**src/design/irs_pkg.sv**
```systemverilog
// Package for the integer to radix string unit: beat types, widths,
// character codes and the digit-to-ASCII mapping. No dependencies.
package irs_pkg;

	localparam int VALUE_WIDTH = 32;
	localparam int MAX_BASE    = 32;
	localparam int BASE_W      = 8;
	localparam int CHAR_W      = 7;
	localparam int DIVISOR_W   = $clog2(MAX_BASE + 1);
	localparam int DIGIT_W     = $clog2(MAX_BASE);
	localparam int CNT_W       = $clog2(VALUE_WIDTH + 1);
	localparam int IDX_W       = $clog2(VALUE_WIDTH);
	localparam int STEP_W      = $clog2(VALUE_WIDTH);

	localparam logic [CHAR_W-1:0] CHAR_MINUS = CHAR_W'(8'h2d);
	localparam logic [CHAR_W-1:0] CHAR_ZERO  = CHAR_W'(8'h30);
	localparam logic [CHAR_W-1:0] CHAR_A     = CHAR_W'(8'h61);
	localparam logic [CHAR_W-1:0] CHAR_NONE  = '0;
	localparam logic [BASE_W-1:0] BASE_TEN   = BASE_W'(10);
	localparam logic [BASE_W-1:0] BASE_MIN   = BASE_W'(2);
	localparam logic [BASE_W-1:0] BASE_MAX   = BASE_W'(MAX_BASE);

	typedef struct packed {
		logic [VALUE_WIDTH-1:0] value;
		logic [BASE_W-1:0]      base;
	} in_beat_t;

	typedef struct packed {
		logic [CHAR_W-1:0] character;
		logic              last;
		logic              error;
	} out_beat_t;

	typedef struct packed {
		logic                   start;
		logic [VALUE_WIDTH-1:0] dividend;
		logic [DIVISOR_W-1:0]   divisor;
	} div_req_t;

	typedef struct packed {
		logic                   done;
		logic [VALUE_WIDTH-1:0] quot;
		logic [DIGIT_W-1:0]     rem;
	} div_res_t;

	function automatic logic [CHAR_W-1:0] digit_char(input logic [DIGIT_W-1:0] d);
		logic [CHAR_W-1:0] dx;
		dx = CHAR_W'(d);
		if (dx < CHAR_W'(10))
			return CHAR_ZERO + dx;
		else
			return CHAR_A + dx - CHAR_W'(10);
	endfunction

endpackage

```
**src/design/integer_to_radix_string_unit.sv**
```systemverilog
// Top level of the integer to radix string unit: sequencer, digit stack,
// output register. Depends on irs_pkg and irs_div.
//
// Usage:
//   src channel: one beat carries a 32-bit value and an 8-bit base. The unit
//   stalls src while a conversion is in progress and accepts one item at a
//   time. dst channel: one beat per ASCII character, most significant digit
//   first, '-' leading for a negative value in base ten; last marks the
//   final character. An unusable base (above 32, or 0/1 with a nonzero
//   value) gives a single beat with error and last set and character 0.
//   A zero value with a base of 32 or less gives a single '0'.
// Timing:
//   Each digit costs one run of the bit-serial divider (load, one shift per
//   dividend bit, handoff), so an item takes longer the more digits it has.
//   The unit returns to idle and can take the next item once the last beat
//   of the current one is loaded into the output register; that load waits
//   on dst_stall. Special cases (zero, error) skip the divider.
// Reset:
//   arst_n clears the sequencer and output valid; the digit stack needs no clearing.
// Backpressure:
//   While dst_stall is high the current beat holds and the sequencer waits to emit;
//   no character is lost or repeated.
module integer_to_radix_string_unit import irs_pkg::*; (
	input  logic      clk,
	input  logic      arst_n,
	input  logic      src_valid,
	output logic      src_stall,
	input  in_beat_t  src_data,
	output logic      dst_valid,
	input  logic      dst_stall,
	output out_beat_t dst_data
);

	typedef enum logic [2:0] {
		ST_IDLE = 3'b001,
		ST_DIV  = 3'b010,
		ST_EMIT = 3'b100
	} state_t;

	state_t                 state_q;
	logic                   start_q;
	logic [VALUE_WIDTH-1:0] quot_q;
	logic [DIVISOR_W-1:0]   divisor_q;
	logic [CNT_W-1:0]       cnt_q;
	logic                   sign_q;
	logic                   spec_q;
	logic [CHAR_W-1:0]      spec_char_q;
	logic                   spec_err_q;
	logic [DIGIT_W-1:0]     stack_q [VALUE_WIDTH];
	logic                   dst_valid_q;
	out_beat_t              dst_data_q;

	div_req_t               div_req;
	div_res_t               div_res;

	logic                   accept;
	logic                   slot_free;
	logic                   neg;
	logic [VALUE_WIDTH-1:0] mag;
	logic                   base_high;
	logic                   base_low;
	logic                   val_zero;
	logic [CNT_W-1:0]       cnt_dec;

	assign accept    = src_valid && !src_stall;
	assign src_stall = (state_q != ST_IDLE);
	assign slot_free = !dst_valid_q || !dst_stall;

	// decode the incoming beat
	assign base_high = (src_data.base > BASE_MAX);
	assign base_low  = (src_data.base < BASE_MIN);
	assign val_zero  = (src_data.value == '0);
	assign neg       = (src_data.base == BASE_TEN) && src_data.value[VALUE_WIDTH-1];
	assign mag       = neg ? (~src_data.value + 1'b1) : src_data.value;
	assign cnt_dec   = cnt_q - 1'b1;

	assign div_req.start    = start_q;
	assign div_req.dividend = quot_q;
	assign div_req.divisor  = divisor_q;

	irs_div u_div (
		.clk    (clk),
		.arst_n (arst_n),
		.req    (div_req),
		.res    (div_res)
	);

	always_ff @(posedge clk or negedge arst_n) begin
		if (!arst_n) begin
			state_q     <= ST_IDLE;
			start_q     <= 1'b0;
			cnt_q       <= '0;
			sign_q      <= 1'b0;
			spec_q      <= 1'b0;
			dst_valid_q <= 1'b0;
		end else begin
			start_q <= 1'b0;
			// drop the beat once the receiver takes it
			if (dst_valid_q && !dst_stall)
				dst_valid_q <= 1'b0;
			case (state_q)
				ST_IDLE: begin
					if (accept) begin
						cnt_q <= '0;
						if (base_high || val_zero || base_low) begin
							// single-beat result: error or lone '0'
							spec_q  <= 1'b1;
							sign_q  <= 1'b0;
							state_q <= ST_EMIT;
						end else begin
							spec_q  <= 1'b0;
							sign_q  <= neg;
							start_q <= 1'b1;
							state_q <= ST_DIV;
						end
					end
				end
				ST_DIV: begin
					if (div_res.done) begin
						cnt_q <= cnt_q + 1'b1;
						if (div_res.quot == '0)
							state_q <= ST_EMIT;
						else
							start_q <= 1'b1;
					end
				end
				ST_EMIT: begin
					if (slot_free) begin
						dst_valid_q <= 1'b1;
						if (spec_q) begin
							spec_q  <= 1'b0;
							state_q <= ST_IDLE;
						end else if (sign_q) begin
							sign_q <= 1'b0;
						end else begin
							cnt_q <= cnt_dec;
							if (cnt_q == CNT_W'(1))
								state_q <= ST_IDLE;
						end
					end
				end
				default: state_q <= ST_IDLE;
			endcase
		end
	end

	// payload: operand, digit stack and output beat
	always_ff @(posedge clk) begin
		if (state_q == ST_IDLE && accept) begin
			quot_q      <= mag;
			divisor_q   <= src_data.base[DIVISOR_W-1:0];
			spec_err_q  <= base_high || (!val_zero && base_low);
			spec_char_q <= (base_high || !val_zero) ? CHAR_NONE : CHAR_ZERO;
		end
		if (state_q == ST_DIV && div_res.done) begin
			stack_q[cnt_q[IDX_W-1:0]] <= div_res.rem;
			quot_q                    <= div_res.quot;
		end
		if (state_q == ST_EMIT && slot_free) begin
			if (spec_q) begin
				dst_data_q.character <= spec_char_q;
				dst_data_q.last      <= 1'b1;
				dst_data_q.error     <= spec_err_q;
			end else if (sign_q) begin
				dst_data_q.character <= CHAR_MINUS;
				dst_data_q.last      <= 1'b0;
				dst_data_q.error     <= 1'b0;
			end else begin
				dst_data_q.character <= digit_char(stack_q[cnt_dec[IDX_W-1:0]]);
				dst_data_q.last      <= (cnt_q == CNT_W'(1));
				dst_data_q.error     <= 1'b0;
			end
		end
	end

	assign dst_valid = dst_valid_q;
	assign dst_data  = dst_data_q;

endmodule

```
**src/design/irs_div.sv**
```systemverilog
// Iterative restoring divider, one quotient bit per cycle.
// Depends on irs_pkg for widths and the request/result structs.
module irs_div import irs_pkg::*; (
	input  logic     clk,
	input  logic     arst_n,
	input  div_req_t req,
	output div_res_t res
);

	logic                   busy_q;
	logic                   done_q;
	logic [STEP_W-1:0]      step_q;
	logic [VALUE_WIDTH-1:0] quot_q;
	logic [DIGIT_W-1:0]     rem_q;
	logic [DIVISOR_W-1:0]   divisor_q;
	logic [DIGIT_W:0]       trial;
	logic                   fits;
	logic [DIGIT_W:0]       diff;

	// trial remainder: shift in the next dividend bit, then compare
	assign trial = {rem_q, quot_q[VALUE_WIDTH-1]};
	assign fits  = ((DIGIT_W + 1)'(divisor_q) <= trial);
	assign diff  = trial - (DIGIT_W + 1)'(divisor_q);

	always_ff @(posedge clk or negedge arst_n) begin
		if (!arst_n) begin
			busy_q <= 1'b0;
			done_q <= 1'b0;
			step_q <= '0;
		end else begin
			done_q <= 1'b0;
			if (req.start) begin
				busy_q <= 1'b1;
				step_q <= '0;
			end else if (busy_q) begin
				step_q <= step_q + 1'b1;
				if (step_q == STEP_W'(VALUE_WIDTH - 1)) begin
					busy_q <= 1'b0;
					done_q <= 1'b1;
				end
			end
		end
	end

	always_ff @(posedge clk) begin
		if (req.start) begin
			quot_q    <= req.dividend;
			rem_q     <= '0;
			divisor_q <= req.divisor;
		end else if (busy_q) begin
			quot_q <= {quot_q[VALUE_WIDTH-2:0], fits};
			rem_q  <= fits ? diff[DIGIT_W-1:0] : trial[DIGIT_W-1:0];
		end
	end

	assign res.done = done_q;
	assign res.quot = quot_q;
	assign res.rem  = rem_q;

endmodule
```
**config.mk**
```make
export PLATFORM = sky130hd
export DESIGN_NAME = integer_to_radix_string_unit
export DESIGN_NICKNAME = d
export VERILOG_FILES = /design/src/design/irs_pkg.sv /design/src/design/integer_to_radix_string_unit.sv /design/src/design/irs_div.sv
export SDC_FILE = /design/constraint.sdc
export NUM_CORES = 1
export LEC_CHECK = 0
export BUFFER_PORTS_ARGS = -buffer_cell sky130_fd_sc_hd__buf_2
export CORE_MARGIN = 3
export CORE_UTILIZATION = 31
export DETAILED_ROUTE_END_ITERATION = 8
export PLACE_DENSITY = 0.55
export SYNTH_ARGS = -nofsm -noshare
export SYNTH_HDL_FRONTEND = slang
export SYNTH_SLANG_ARGS = --single-unit
```
**constraint.sdc**
```tcl
create_clock -name clk -period 4.8 [get_ports clk]
set_clock_uncertainty 0.1 [all_clocks]
set_input_delay 0.96 -clock clk [delete_from_list [all_inputs] [get_ports clk]]
set_output_delay 0.96 -clock clk [all_outputs]
set_load 0.005 [all_outputs]
```
* Word-level counts from Yosys, hierarchy flattened
Memory sizes are Yosys's and may differ from the RTL's. Index checks and enable logic that the tools add are counted.
Storage, ports and cells: RAM bits 160, bits of input ports 44, output and inout bits 11, word-level logic and storage cells 126, memories kept 1, flip-flop bits (word level) 118
Memory list:
- stack_q | words 32, bits a word 5, read ports 1, clocked after Yosys merged registers in 0, wr ports 1, RTL line integer_to_radix_string_unit.sv:49 | logic [DIGIT_W-1:0] stack_q [VALUE_WIDTH];
Cells by class: bitwise operators 1, muxes and demuxes 52, equal/unequal tests 15, add/sub/neg operators 8, reductions and logical operators 26, $lt $le $gt $ge 4
Operators by type and width (count):
- 32-bit two-way mux | 5
- 32-bit logical NOT | 2
- 6-bit two-way mux | 6
- 32-bit by 1-bit adder with 32-bit output (second input constant) | 1
- 32-bit NOT | 1
- 3-bit two-way mux | 8
- 1-bit two-way mux | 22
- 9-bit two-way mux | 2
- 6-bit one-hot mux with 3 select lines | 1
- 5-bit two-way mux | 3
- 6-bit AND reduction | 2
- 2-bit != test (second input constant) | 5
- 3-bit one-hot mux with 3 select lines | 1
- 8-bit by 4-bit equality test with 1-bit output (second input constant) | 1
- 8-bit by 6-bit greater-than comparator with 1-bit output (second input constant) | 1
- 8-bit by 2-bit less-than comparator with 1-bit output (second input constant) | 1
- 6-bit by 5-bit adder with 7-bit output (first input constant) | 1
- 6-bit by 6-bit adder with 7-bit output (first input constant) | 1
- 1-bit logical AND | 7
- 7-bit two-way mux | 1
- 7-bit by 4-bit subtractor with 7-bit output (second input constant) | 1
- 6-bit by 1-bit adder with 6-bit output (second input constant) | 1
- 6-bit by 1-bit equality test with 1-bit output (second input constant) | 1
- 6-bit <= comparator | 1
- other kinds (18) | 30

* Logic depth before layout (Yosys ltp)
Gate-level depths: netlist of the first run. An unclocked memory read counts as a cell.
word-level depth 7, gate-level depth with buffers 19

* Hierarchy
From an unflattened synthesis of the first run, not the netlist that was laid out.
Second synthesis, totals: cell total of the unflattened synthesis 857, area, all modules 12474.5 sq um
By module, submodules not included:
- integer_to_radix_string_unit | cells an instance 690, area each 10090.9 sq um, instances 1, seq. area each 6602.6 sq um
- irs_div | cells an instance 167, area each 2383.5 sq um, instances 1, seq. area each 1416.4 sq um

* Least setup slack after synthesis of the first run
OpenSTA, ideal clock, no wires.
path kind reg-to-reg, from register cnt_q[0], to register dst_data_q (netlist bit dst_data[6]) (data pin), clock period less this slack 4.144 ns, setup slack 0.656 ns, cell stages (with the launch flop) 19, data required time 4.443 ns, arrival time 3.787 ns, path through dfrtp_1 > buf_6 > buf_12 > buf_12 > buf_6 > buf_4 > inv_1 > ha_1 > buf_2 > buf_2 > buf_1 > mux4_2 > nand2_1 > a31oi_1 > o211ai_2 > ha_1 > a21o_1 > a211o_1 > a32o_1
Between the ends: longest elaborated chain between the ends 7, elaborated cells on any way between the ends 9, those cells by class add/sub (4); order compare (1); mux (3); memory (1)
RTL lines:
- start, declared | RTL line integer_to_radix_string_unit.sv:44 | logic [CNT_W-1:0] cnt_q;
- start signal, assigned | RTL line integer_to_radix_string_unit.sv:120 | cnt_q <= cnt_q + 1'b1;
- start signal, assigned | RTL line integer_to_radix_string_unit.sv:136 | cnt_q <= cnt_dec;
- 6-bit by 1-bit subtractor with 6-bit output * | RTL line integer_to_radix_string_unit.sv:75 | assign cnt_dec = cnt_q - 1'b1;
- memory read 32 x 5 bit *
- 6-bit by 6-bit adder with 7-bit output | RTL line irs_pkg.sv:52 | return CHAR_A + dx - CHAR_W'(10);
- 7-bit by 4-bit subtractor with 7-bit output | RTL line irs_pkg.sv:52
- 7-bit two-way mux * | RTL line irs_pkg.sv:49 | if (dx < CHAR_W'(10))
- 9-bit two-way mux * | RTL line integer_to_radix_string_unit.sv:164 | end else if (sign_q) begin
- 9-bit two-way mux * | RTL line integer_to_radix_string_unit.sv:160 | if (spec_q) begin
- end, declared | RTL line integer_to_radix_string_unit.sv:51 | out_beat_t dst_data_q;
Mark *: on every way between the ends. The rest lies on a longest branch, timed or not. A chain may end at the register's enable or synchronous reset.

* Worst setup path after layout of the first run
Ends and elaborated chain as after synthesis.

==> results.txt, run 1 <==
status - finished clean
Place WS - 953.6 ps
register area share after synthesis - 64.20%
FF-to-FF path depth - 10
period utilisation layout - 80.17%
CTS clk-pin slew, worst paths - 60 ps
wire length per cell - 18.82 µm
Max rail drop VDD - 0.4200 mV
Global Route Usage Sum - 13.04%
post-layout util - 36.63%
post_cts resized - 0
CTS tree - built
Total Wirelength - 27.74 mm
most frequent cells after synthesis - edfxtp_1 (247), nor2_1 (89), nand2_1 (75)
port buffer count - 54
Max Cap Viol - 0
Initial Util - 31.87%
origin of the critical flop-to-flop path - cnt_q[0]
crit-path max FO - 21
area delta synth->final - 14.94%
most common cell in the netlist - edfxtp_1
Cell Area, Synth - 12490 µm²
vias in the first global route - 7448
dpl hpwl - 18.42 mm
via count - 7384
Largest stage delay, worst path - 600 ps
max_slew headroom - 42.17%
critical path, cell by cell - buf_4, or4_1, and2_0, nand2_1, a31oi_1, o211ai_2, ha_1, a21o_1, a211o_1, a32o_1
Die W - 206.7 µm
remaining global-route overflow - 0
ratio of cells with drive above 1 in the final layout - 21.34%
final hold slack - 275.6 ps
largest net degree at the start of global routing - 56
Post-Synthesis Cells - 878
RePlAce Congestion - 0.8301
TritonCTS Buffers - 28
nets@finish - 999
crit start category - register
Max Fclk - 259.9 MHz
Post-Synthesis Net Count - 942
CP arrival - 4040 ps
crit end category - register
CTS sink cnt - 272
critical path class - register to register
RSZ-0062 raised after global routing - false
fin. max-slew vios - 0
setup TNS - 0 ps
synthesized flop and latch total - 272
DR DRC count - 0
syn avg cell area - 14.23 µm²
Final setup viols - 0
post-synth cell types - 72
RR Endpoint - dst_data[6]
core area - 39190 µm²
Rows - 72
first-pass GRT wire length - 43.48 mm
vias per cell - 5.009
clock root cell - clkbuf_16
post-CTS setup buffer count - 0
Worst Setup Slack, final - 951.7 ps
top cell type's share of synthesized area - 59.38%
hold buffers post-CTS - 0
top_reg_cell synth - edfxtp_1
Slowest-stage cell, CP - and2_0
Clock Tree Buf Depth - 3
first-pass iteration count of the detailed router - 5
min Tclk post-route - 3848 ps
Post-synth EDFFs - 247
reg2reg setup slack - 950 ps
Hold Violations, Final - 0
Clock H-tree levels - 1
antenna cells - 0
Die Y - 206.7 µm
IO Pins - 55
WP data required - 4990 ps
antenna violations before repair - 1
Power per Cell Area - 671.1 nW/µm²
largest area contributor in the netlist - edfxtp_1
Power, Total - 9.634 mW
Die Area - 42740 µm²
Worst-Skew Late Latency - 540 ps
Hold WC Path Type - input pin to async pin
Worst-Margin Slew - 864.9 ps
DR iter-0 viols - 516
YS warnings - 0
largest cells by area after synthesis - edfxtp_1 (59%), mux4_2 (5.2%), dfrtp_1 (3.8%)
antenna violation net count after detailed routing - 0
Leak - 4.831 nW
async set-reset flop share out of synthesis - 7.353%
state kept, by name, indices dropped and copies added (netlist names):
name / count
cnt_q: 6
sign_q: 1
divisor_q: 6
u_div.divisor_q: 6
spec_q: 1
spec_err_q: 1
u_div.step_q: 5
spec_char_q: 1
state_q: 3
stack_q: 160
quot_q: 32
dst_data: 9
u_div.busy_q: 1
u_div.rem_q: 5
u_div.done_q: 1
u_div.quot_q: 32
dst_valid: 1
start_q: 1
kinds of logic after synthesis:
logic type	count (synthesis)	share of synthesized area (%)
AND/OR/NAND/NOR	240	8.935
flip-flops	272	64.20
adder cells (fa/ha/maj)	20	2.064
XOR/XNOR	38	2.665
AO/OA/AOI/OAI	144	7.593
buffers and inverters	74	2.885
multiplexers	90	11.66
where the power goes:
group / internal (mW) / total [mW] / switching [mW]
Clock: 1.56 / 2.47 / 0.904
Sequential: 3.29 / 3.63 / 0.332
Combinational: 1.49 / 3.54 / 2.05
critical path, delay by kind of cell (launching register included):
kind	cells	cell delay, ps
compound gates	5	1160
fa+ha+maj	1	250
buf+inv	1	450
flops	1	590
simple gates	3	1060
metrics by stage:
stage | instance area, µm² | cells
floorplan | 12490 | 878
global placement | 13290 | 1423
detailed placement | 13290 | 1423
CTS | 14360 | 1474
global route | 14360 | 1474
finish | 14360 | 1474
how the worst max path moves through the flow:
stage	startpoint	end	slack, ps	cells past startpoint
5_1_grt	cnt_q[0]	dst_data[6]	670	11
6_report	cnt_q[0]	dst_data[6]	950	10
4_1_cts	cnt_q[0]	dst_data[6]	930	10
3_3_place_gp	cnt_q[0]	dst_data[6]	960	10
3_5_place_dp	cnt_q[0]	dst_data[6]	950	10
2_1_floorplan	cnt_q[0]	dst_data[6]	660	18
metal layers:
layer	wire [µm]	GRT usage, %
met1	12610	18.37
met2	13430	21.62
met3	1346	2.540
met4	327	1.830
met5	20	0
area by class of cell:
class / count / area (µm²)
Sequential cell: 272 / 8021
Fill cell: 3738 / 24830
Clock inverter: 12 / 215.2
Tap cell: 518 / 648.1
Timing Repair Buffer: 69 / 382.9
Clock buffer: 39 / 855.8
Inverter: 32 / 120.1
Multi-Input combinational cell: 532 / 4113
cells in the final DEF, fill, tap and decap left out, drive strengths merged, types with 6 or more instances in the layout:
master    n
edfxtp  247
nor2     89
nand2    76
buf      69
o21ai    53
clkbuf   39
mux4     38
mux2     37
inv      32
a21oi    30
xor2     21
ha       19
dfrtp    19
xnor2    17
mux2i    15
nor4     12
nand3    10
a31oi    10
nor3     10
and3     10
o31ai     9
a211oi    7
bufinv    6
or2       6
No activity file was read; power rests on OpenSTA's default activity.
==> run 2, diff against run 1 <==
- clock period: 4.8 -> 3.9 ns (I/O delays scaled with it)
==> results.txt, run 2 (synthesized netlist as in run 1, its figures left out) <==
Max rail drop VDD - 0.4504 mV (+7.2%)
via count - 7373 (-0.15%)
switching portion of total power - 35.02% (+0.90 points)
max_slew headroom - 46.39% (+4.2 points)
Stages on worst setup path - 11 (+1)
post_cts resized - 0 (unchanged)
ratio of cells with drive above 1 in the final layout - 21.18% (-0.16 points)
Global Route Usage Sum - 13.08% (+0.031 points)
Total Wirelength - 27.68 mm (-0.22%)
fin. max-slew vios - 0 (unchanged)
RR Endpoint - dst_data[6]
final instance area - 14280 µm² (-0.51%)
DR iter-0 viols - 394 (-24%)
Leak - 4.795 nW (-0.76%)
clock root cell - clkbuf_16
Final setup viols - 0 (unchanged)
reg2reg setup slack - 390 ps (-560 ps)
critical path, cell by cell - inv_1, ha_1, nor3b_1, xnor2_1, nor2_1, nand3_1, o211ai_2, ha_1, a21o_1, a211o_1, a32o_1
Critical Path Start - cnt_q[1]
origin of the critical flop-to-flop path - cnt_q[1]
Rows - 72 (unchanged)
setup TNS - 0 ps (unchanged)
port buffer count - 54 (unchanged)
period utilisation layout - 89.90% (+9.7 points)
sw power - 4.090 mW (+24%)
status - finished clean
first-pass GRT wire length - 43.46 mm (about the same)
Top Family by Delay on Critical Path - compound AO/OA/AOI/OAI gates
core area - 39190 µm² (unchanged)
TritonCTS Buffers - 28 (unchanged)
Clock Tree Buf Depth - 3 (unchanged)
Worst-Skew Late Latency - 540 ps (about the same)
Flop pwr share - 37.7% (about the same)
antenna cells - 0 (unchanged)
RSZ-0062 raised after global routing - false
CTS clk-pin slew, worst paths - 70 ps (about the same)
Max Fclk - 285.2 MHz (+9.8%)
first-pass iteration count of the detailed router - 5 (unchanged)
vias per cell - 4.978 (-0.62%)
area delta synth->final - 14.35%
Hold WC Path Type - input pin to async pin
CP arrival - 3700 ps (-340 ps)
critical path class - register to register
Power per Cell Area - 817.7 nW/µm² (+22%)
dpl hpwl - 18.70 mm (+1.5%)
crit start category - register
Worst-Margin Slew - 793.8 ps (-71.16 ps)
remaining global-route overflow - 0 (unchanged)
nets@finish - 1006 (+0.70%)
crit-path max FO - 7 (-67%)
Gate power share - 39.0% (+2.2 points)
DR DRC count - 0 (unchanged)
CTS sink cnt - 272 (unchanged)
vias in the first global route - 7407 (-0.55%)
largest net degree at the start of global routing - 56 (unchanged)
Clk pwr share - 23.3% (-2.3 points)
Largest stage delay, worst path - 610 ps (about the same)
Die Area - 42740 µm² (unchanged)
post-CTS setup buffer count - 0 (unchanged)
Die Y - 206.7 µm (unchanged)
CTS tree - built
Max Cap Viol - 0 (unchanged)
Die W - 206.7 µm (unchanged)
Clock H-tree levels - 1 (unchanged)
antenna violations before repair - 1 (unchanged)
Hold Violations, Final - 0 (unchanged)
final hold slack - 93.25 ps (-182.3 ps)
most frequent cells in the layout - edfxtp_1 (247), nor2_1 (89), nand2_1 (75), buf_2 (54), o21ai_0 (45)
Placed Area - 13350 µm² (+0.49%)
crit end category - register
Pint - 7.590 mW (+20%)
leading cell type in the layout, fill and taps excluded - edfxtp_1
min Tclk post-route - 3506 ps (-342.0 ps)
max FFs per register - 160 (unchanged)
wire length per cell - 18.69 µm (-0.70%)
crit-path most repeated cell - ha_1
Initial Util - 31.87% (unchanged)
hold buffers post-CTS - 0 (unchanged)
total buffers and inverters traversed by the critical path - 1 (unchanged)
Critical Path Sink - dst_data[6]
RePlAce Congestion - 0.8224 (-0.93%)
Place WS - 425.6 ps (-528.0 ps)
antenna violation net count after detailed routing - 0 (unchanged)
Slowest-stage cell, CP - xnor2_1
WP data required - 4090 ps (-900 ps)
IO Pins - 55 (unchanged)
Power, Total - 11.68 mW (+21%)
FF-to-FF path depth - 11 (+1)
Worst Setup Slack, final - 393.7 ps (-558.0 ps)
## run 2: changes by cell type in the layout (fill, tap and decap cells not counted), moves of 2 or more
cell,change
bufinv_16,-2
clkinvlp_4,+2
clkbuf_16,-2
clkinv_1,+8
buf_4,+6
clkbuf_8,-5
## run 2: per-layer routing
layer  up-vias  global-route usage (%)  share of wire, %
li1       3465                       -                 -
met1      3638                   18.05                44
met2       221                   21.78                48
met3        47                   2.117               5.3
met4         2                   3.130               2.6
met5         -                       0             0.047
## run 2: area by class of cell
class	count	area [µm²]
multi-input combinational	532	4113
sequential	272	8021
inverter	32	120.1
fill	3793	24900
tap	518	648.1
clock inverter	20	200.2
clock buffer	31	733.2
timing repair buffer	76	447.9
## run 2: worst min path at each step
| stage | from | end | slack, ps |
|---|---|---|---|
| after detailed placement | divisor_q[2] | u_div.divisor_q[2] | 310 |
| final | arst_n | u_div.step_q[2] | 90 |
| after CTS | arst_n | u_div.step_q[0] | 90 |
| after floorplan | divisor_q[0] | u_div.divisor_q[0] | 300 |
| after global placement | divisor_q[0] | u_div.divisor_q[0] | 300 |
| after global routing | arst_n | u_div.step_q[1] | 120 |
## run 2: power groups by stage
stage,registers (mW),logic (mW),clock network [mW]
3_3_place_gp,4.46,4.54,0
2_1_floorplan,4.44,3.30,0
5_1_grt,4.46,5.01,2.90
3_5_place_dp,4.46,4.59,0
4_1_cts,4.41,4.60,2.79
6_report,4.40,4.55,2.73
## run 2: stage by stage
stage	instances	utilization [%]
after floorplan	878	-
after global placement	1430	34.07
after detailed placement	1430	34.07
after CTS	1481	36.45
after global routing	1481	36.45
final	1481	36.45
## run 2: worst reg2reg max path, stage by stage (launching register included)
cell and delay (ps):
dfrtp_1 480, inv_1 140, ha_1 230, nor3b_1 180, xnor2_1 610, nor2_1 220
nand3_1 190, o211ai_2 170, ha_1 250, a21o_1 160, a211o_1 290, a32o_1 250
